**src/rtl/box_merge_and_plate_select_core_defines.svh**
```systemverilog
// assertion macros for the box merge and plate select core
// used by files that check their own logic; needs clk_i and rst_ni in scope
`ifndef BOX_MERGE_AND_PLATE_SELECT_CORE_DEFINES_SVH
`define BOX_MERGE_AND_PLATE_SELECT_CORE_DEFINES_SVH

// check on every edge outside reset
`define BMPS_ASSERT(lbl, prop, msg) \
  lbl: assert property (@(posedge clk_i) disable iff (!rst_ni) (prop)) else $error(msg);

// check on every edge, also during reset
`define BMPS_ASSERT_ALWAYS(lbl, prop, msg) \
  lbl: assert property (@(posedge clk_i) (prop)) else $error(msg);

`endif

```
**src/rtl/bmps_pkg.sv**
```systemverilog
// shared types and constants of the box merge and plate select core
// no dependencies
package bmps_pkg;

  localparam int MAX_BOXES_DEF  = 64;
  localparam int COORD_BITS_DEF = 12;
  localparam int CFG_W          = 24;
  localparam int BOUND_W        = 12;
  localparam int CFG_IDX_W      = 3;

  // register reset values
  localparam logic [CFG_W-1:0]   FIRST_MIN_RST  = 24'd438;
  localparam logic [CFG_W-1:0]   SECOND_MIN_RST = 24'd1536;
  localparam logic [CFG_W-1:0]   MAX_AREA_RST   = 24'd30720;
  localparam logic [BOUND_W-1:0] LEFT_RST       = 12'd64;
  localparam logic [BOUND_W-1:0] RIGHT_RST      = 12'd576;
  localparam logic [BOUND_W-1:0] TOP_RST        = 12'd96;

  // merge and shape constants
  localparam int MERGE_GAP  = 10;
  localparam int CENTER_TOL = 16;
  localparam int HEIGHT_TOL = 12;
  localparam int ASP_LO_W   = 2;
  localparam int ASP_LO_H   = 5;
  localparam int ASP_HI_W   = 10;
  localparam int ASP_HI_H   = 59;

  typedef enum logic [CFG_IDX_W-1:0] {
    CFG_FIRST_MIN  = 3'd0,
    CFG_SECOND_MIN = 3'd1,
    CFG_MAX_AREA   = 3'd2,
    CFG_LEFT       = 3'd3,
    CFG_RIGHT      = 3'd4,
    CFG_TOP        = 3'd5
  } cfg_idx_e;

  typedef enum logic [3:0] {
    ST_IDLE, ST_P_INIT, ST_A_FIND, ST_A_WAIT, ST_B_FIND, ST_B_WAIT,
    ST_S_INIT, ST_S_FIND, ST_S_WAIT, ST_S_CHK, ST_S_END
  } state_e;

  // controller to datapath
  typedef struct packed {
    logic load;
    logic pass_init;
    logic pass_done;
    logic i_inc;
    logic rd_a;
    logic a_latch;
    logic j_inc;
    logic rd_b;
    logic keep_a;
    logic try_b;
    logic sel_init;
    logic s_latch;
    logic s_take;
    logic emit_end;
  } cmd_t;

  // datapath to controller
  typedef struct packed {
    logic i_end;
    logic i_removed;
    logic j_end;
    logic j_removed;
    logic merge_hit;
    logic any;
    logic sel_ok;
    logic pend_valid;
    logic push_ok;
  } sts_t;

endpackage

```
**src/rtl/bmps_ctrl.sv**
```systemverilog
// controller state machine of the box merge and plate select core
// depends on bmps_pkg
module bmps_ctrl import bmps_pkg::*; (
  input  logic clk_i,
  input  logic rst_ni,
  input  logic in_valid_i,
  input  logic mode_i,
  output logic in_stall_o,
  input  sts_t sts_i,
  output cmd_t cmd_o
);

  state_e state_q, state_d;

  // state register
  always_ff @(posedge clk_i or negedge rst_ni) begin
    if (!rst_ni) begin
      state_q <= ST_IDLE;
    end else begin
      state_q <= state_d;
    end
  end

  // next state and commands
  always_comb begin
    state_d    = state_q;
    cmd_o      = '0;
    in_stall_o = 1'b1;
    unique case (state_q)
      ST_IDLE: begin
        in_stall_o = 1'b0;
        if (in_valid_i) begin
          if (mode_i) begin
            state_d = ST_P_INIT;
          end else begin
            cmd_o.load = 1'b1;
          end
        end
      end
      ST_P_INIT: begin
        cmd_o.pass_init = 1'b1;
        state_d         = ST_A_FIND;
      end
      ST_A_FIND: begin
        if (sts_i.i_end) begin
          cmd_o.pass_done = 1'b1;
          state_d         = sts_i.any ? ST_P_INIT : ST_S_INIT;
        end else if (sts_i.i_removed) begin
          cmd_o.i_inc = 1'b1;
        end else begin
          cmd_o.rd_a = 1'b1;
          state_d    = ST_A_WAIT;
        end
      end
      ST_A_WAIT: begin
        cmd_o.a_latch = 1'b1;
        state_d       = ST_B_FIND;
      end
      ST_B_FIND: begin
        if (sts_i.j_end) begin
          cmd_o.keep_a = 1'b1;
          state_d      = ST_A_FIND;
        end else if (sts_i.j_removed) begin
          cmd_o.j_inc = 1'b1;
        end else begin
          cmd_o.rd_b = 1'b1;
          state_d    = ST_B_WAIT;
        end
      end
      ST_B_WAIT: begin
        cmd_o.try_b = 1'b1;
        state_d     = sts_i.merge_hit ? ST_A_FIND : ST_B_FIND;
      end
      ST_S_INIT: begin
        cmd_o.sel_init = 1'b1;
        state_d        = ST_S_FIND;
      end
      ST_S_FIND: begin
        if (sts_i.i_end) begin
          state_d = ST_S_END;
        end else begin
          cmd_o.rd_a = 1'b1;
          state_d    = ST_S_WAIT;
        end
      end
      ST_S_WAIT: begin
        cmd_o.s_latch = 1'b1;
        state_d       = ST_S_CHK;
      end
      ST_S_CHK: begin
        if (!sts_i.sel_ok) begin
          cmd_o.i_inc = 1'b1;
          state_d     = ST_S_FIND;
        end else if (!sts_i.pend_valid || sts_i.push_ok) begin
          cmd_o.s_take = 1'b1;
          state_d      = ST_S_FIND;
        end
      end
      ST_S_END: begin
        if (sts_i.push_ok) begin
          cmd_o.emit_end = 1'b1;
          state_d        = ST_IDLE;
        end
      end
      default: state_d = ST_IDLE;
    endcase
  end

endmodule

```
**config.mk**
```make
export PLATFORM = sky130hd
export DESIGN_NAME = bmps_ctrl
export DESIGN_NICKNAME = d
export VERILOG_FILES = /design/src/rtl/box_merge_and_plate_select_core_defines.svh /design/src/rtl/bmps_pkg.sv /design/src/rtl/bmps_ctrl.sv
export SDC_FILE = /design/constraint.sdc
export NUM_CORES = 1
export LEC_CHECK = 0
export BUFFER_PORTS_ARGS = -buffer_cell sky130_fd_sc_hd__clkbuf_2
export CORE_AREA = 2 2 39 41
export DETAILED_ROUTE_END_ITERATION = 16
export DIE_AREA = 0 0 41 43
export PLACE_DENSITY = 0.69
export SLEW_MARGIN = 10
export SYNTH_ARGS = -nofsm -noshare
export SYNTH_HDL_FRONTEND = slang
export SYNTH_SLANG_ARGS = --single-unit
```
**constraint.sdc**
```tcl
create_clock -name clk_i -period 2.7 [get_ports clk_i]
set_input_delay 0.135 -clock clk_i [delete_from_list [all_inputs] [get_ports clk_i]]
set_output_delay 0.135 -clock clk_i [all_outputs]
set_load 0.02 [all_outputs]
```
==> flow_summary.json <==
{
  "drtAntennaViolNets": 0,
  "clock_skew_ns": 0.00304,
  "cts_setup_buffers": 0,
  "holdCritPathClass": "primary input to flop",
  "insertion_delay_ns": 0.23,
  "nFillCells": 136,
  "core_area_mm2": 0.00138,
  "period_needed_ns": 1.88,
  "slowest_stage": "dfrtp_1",
  "tritoncts": "done",
  "routed_via_density": 5.42,
  "syn_area_um2": 541,
  "numClockSinks": 4,
  "slowest_delay_ns": 0.59,
  "yosys_warnings": 0,
  "multi_input_area_um2": 398,
  "r2r_start": "state_q[2]",
  "utilization": 0.504,
  "crit_required_ns": 2.57,
  "min_period_over_period": 0.695,
  "io_pins": 28,
  "gp_congestion": 0.890,
  "path_class": "flop to primary output",
  "path_cells": "nand2b_1, nand2b_1, nand3b_1, inv_1, clkbuf_2",
  "worstMarginPinSlew_ns": 0.420,
  "syn_nets": 83,
  "min_from": "sts_i[2]",
  "ir_drop_mv": 0.426,
  "cts_max_level": 1,
  "reg2reg_depth": 5,
  "start_kind": "flop",
  "slew_headroom": 0.720,
  "syn_to_final_growth_pct": 28.9,
  "whs_path_depth": 3,
  "r2r-end": "state_q[1]",
  "synth_edf_count": 0,
  "r2r_slack_ns": 0.87,
  "firstDrtPassIters": 4,
  "final_nets": 112,
  "reg_top3": "state_q x4",
  "wire_per_inst_um": 12.1,
  "finalHoldViolCount": 0,
  "largest_reg_flops": 4,
  "grt_usage": 0.191,
  "endpoint_kind": "primary output",
  "layout-drive-gt1-share": 0.423,
  "grt_max_degree": 15,
  "drt_iter0_drc": 10,
  "layout_common_cells": "clkbuf_2 (27), nand2_1 (9), nor2_1 (5), nor3_1 (5), o21ai_0 (5)",
  "outcome": "finished, final reports clean",
  "totalWireLength_um": 1360,
  "synth-seq-area-share": 0.185,
  "max_clock_freq_mhz": 533,
  "synthCells": 70,
  "cp_max_fo": 14,
  "portBuffers": 27,
  "hold_end": "state_q[0]",
  "rows": 14,
  "setup_viol": 0,
  "num_vias": 612,
  "num_antenna_cells": 0,
  "die_area_mm2": 0.00176,
  "clkTransAtPathRegs_ns": 0.04,
  "drc": 0,
  "clk_root_buffer_cell": "clkbuf_4",
  "cts_buffers": 3,
  "grt_pass1_vias": 529,
  "drv_cap": 0,
  "setup_tns_ns": 0,
  "seq_area_um2": 100,
  "async_flop_share": 1.00,
  "grt_pass1_wl_um": 2240,
  "start_util": 0.391,
  "layout_commonest_cell": "clkbuf_2",
  "crit_arrival_ns": 1.74,
  "syn_area_per_cell_um2": 7.72,
  "gr-total-overflow": 0,
  "ctsLongestPathBuffers": 2,
  "pwr_density_cell_mw_per_mm2": 958,
  "dp_hpwl_um": 1100,
  "crit_path_frequent_cell": "nand2b_1",
  "p_leak_nw": 0.360,
  "synth-seq-cells": 4,
  "synth_flop_cell": "dfrtp_1",
  "antenna_found_initial": 0,
  "die-width_um": 41,
  "synth.distinct_cells": 37,
  "finalMaxSlewViolations": 0,
  "top_register": "state_q",
  "rsz0062_at_grt": "no",
  "die_h_um": 43
}
cell usage after synthesis (all sizes together) (3+ instances only):
| master | instances | area share |
|---|---|---|
| nand2 | 10 | 0.074 |
| o21ai | 6 | 0.056 |
| nor3 | 5 | 0.046 |
| and2b | 5 | 0.081 |
| nand2b | 4 | 0.046 |
| a21oi | 3 | 0.035 |
| inv | 3 | 0.021 |
| and3 | 3 | 0.037 |
| nor2 | 6 | 0.046 |
| buf | 3 | 0.051 |
| dfrtp | 4 | 0.19 |
report_power, final:
part           internal [mW]  total (mW)  switching (mW)
sequential            0.0856       0.165          0.0790
combinational          0.205       0.431           0.227
clock                 0.0496      0.0719          0.0223
total                  0.340       0.668           0.328
worst max-delay path by stage:
stage / endpoint / slack, ns / cells past startpoint / startpoint
after floorplan: cmd_o[9] / 1.04 / 4 / state_q[0]
after global placement: state_q[1] / 0.92 / 5 / state_q[3]
after detailed placement: state_q[1] / 0.91 / 5 / state_q[3]
after CTS: cmd_o[7] / 0.84 / 5 / state_q[3]
after global routing: cmd_o[7] / 0.70 / 5 / state_q[2]
final: cmd_o[7] / 0.82 / 5 / state_q[2]
logic make-up (layout without fill, tap and decap cells):
kind of cell / after synthesis / in the layout / share of synthesized area
mux: 1 / 1 / 0.0278
flops: 4 / 4 / 0.185
buf+inv: 7 / 34 / 0.0787
compound gates: 16 / 16 / 0.213
simple gates: 42 / 42 / 0.495
routing by layer:
| metal | vias to the layer above | part of all wire | GRT usage |
|---|---|---|---|
| met5 | - | 0 | 0 |
| met4 | 0 | 0.026 | 0.120 |
| met3 | 4 | 0.062 | 0.0314 |
| met2 | 28 | 0.49 | 0.297 |
| met1 | 273 | 0.42 | 0.229 |
| li1 | 307 | - | - |
stage by stage:
stage	area, um^2	hold slack (ns)	instances	power, mW	setup slack (ns)
after floorplan	541	-0.161	70	0.507	1.04
after global placement	664	-0.0591	109	0.594	0.921
after detailed placement	664	-0.0597	109	0.597	0.909
after CTS	697	0.206	113	0.674	0.844
after global routing	697	0.225	113	0.733	0.697
final	697	0.209	113	0.668	0.824
worst max-delay path: cells and delay by family (launching register included):
| kind | cells | cell delay, ns |
|---|---|---|
| flops | 1 | 0.59 |
| buf+inv | 2 | 0.25 |
| simple gates | 3 | 0.67 |
timing repair:
action | CTS | global route
hold buffers | 1 | 0
endpoints found under the hold margin | 4 | 0
resized for setup | 0 | 0
layout make-up:
class,count,area share
multi-input combinational,59,0.571
timing repair buffer,28,0.208
sequential,4,0.144
tap,16,0.0287
clock buffer,3,0.0323
inverter,3,0.0162
No activity file was read; power rests on OpenSTA's default activity.
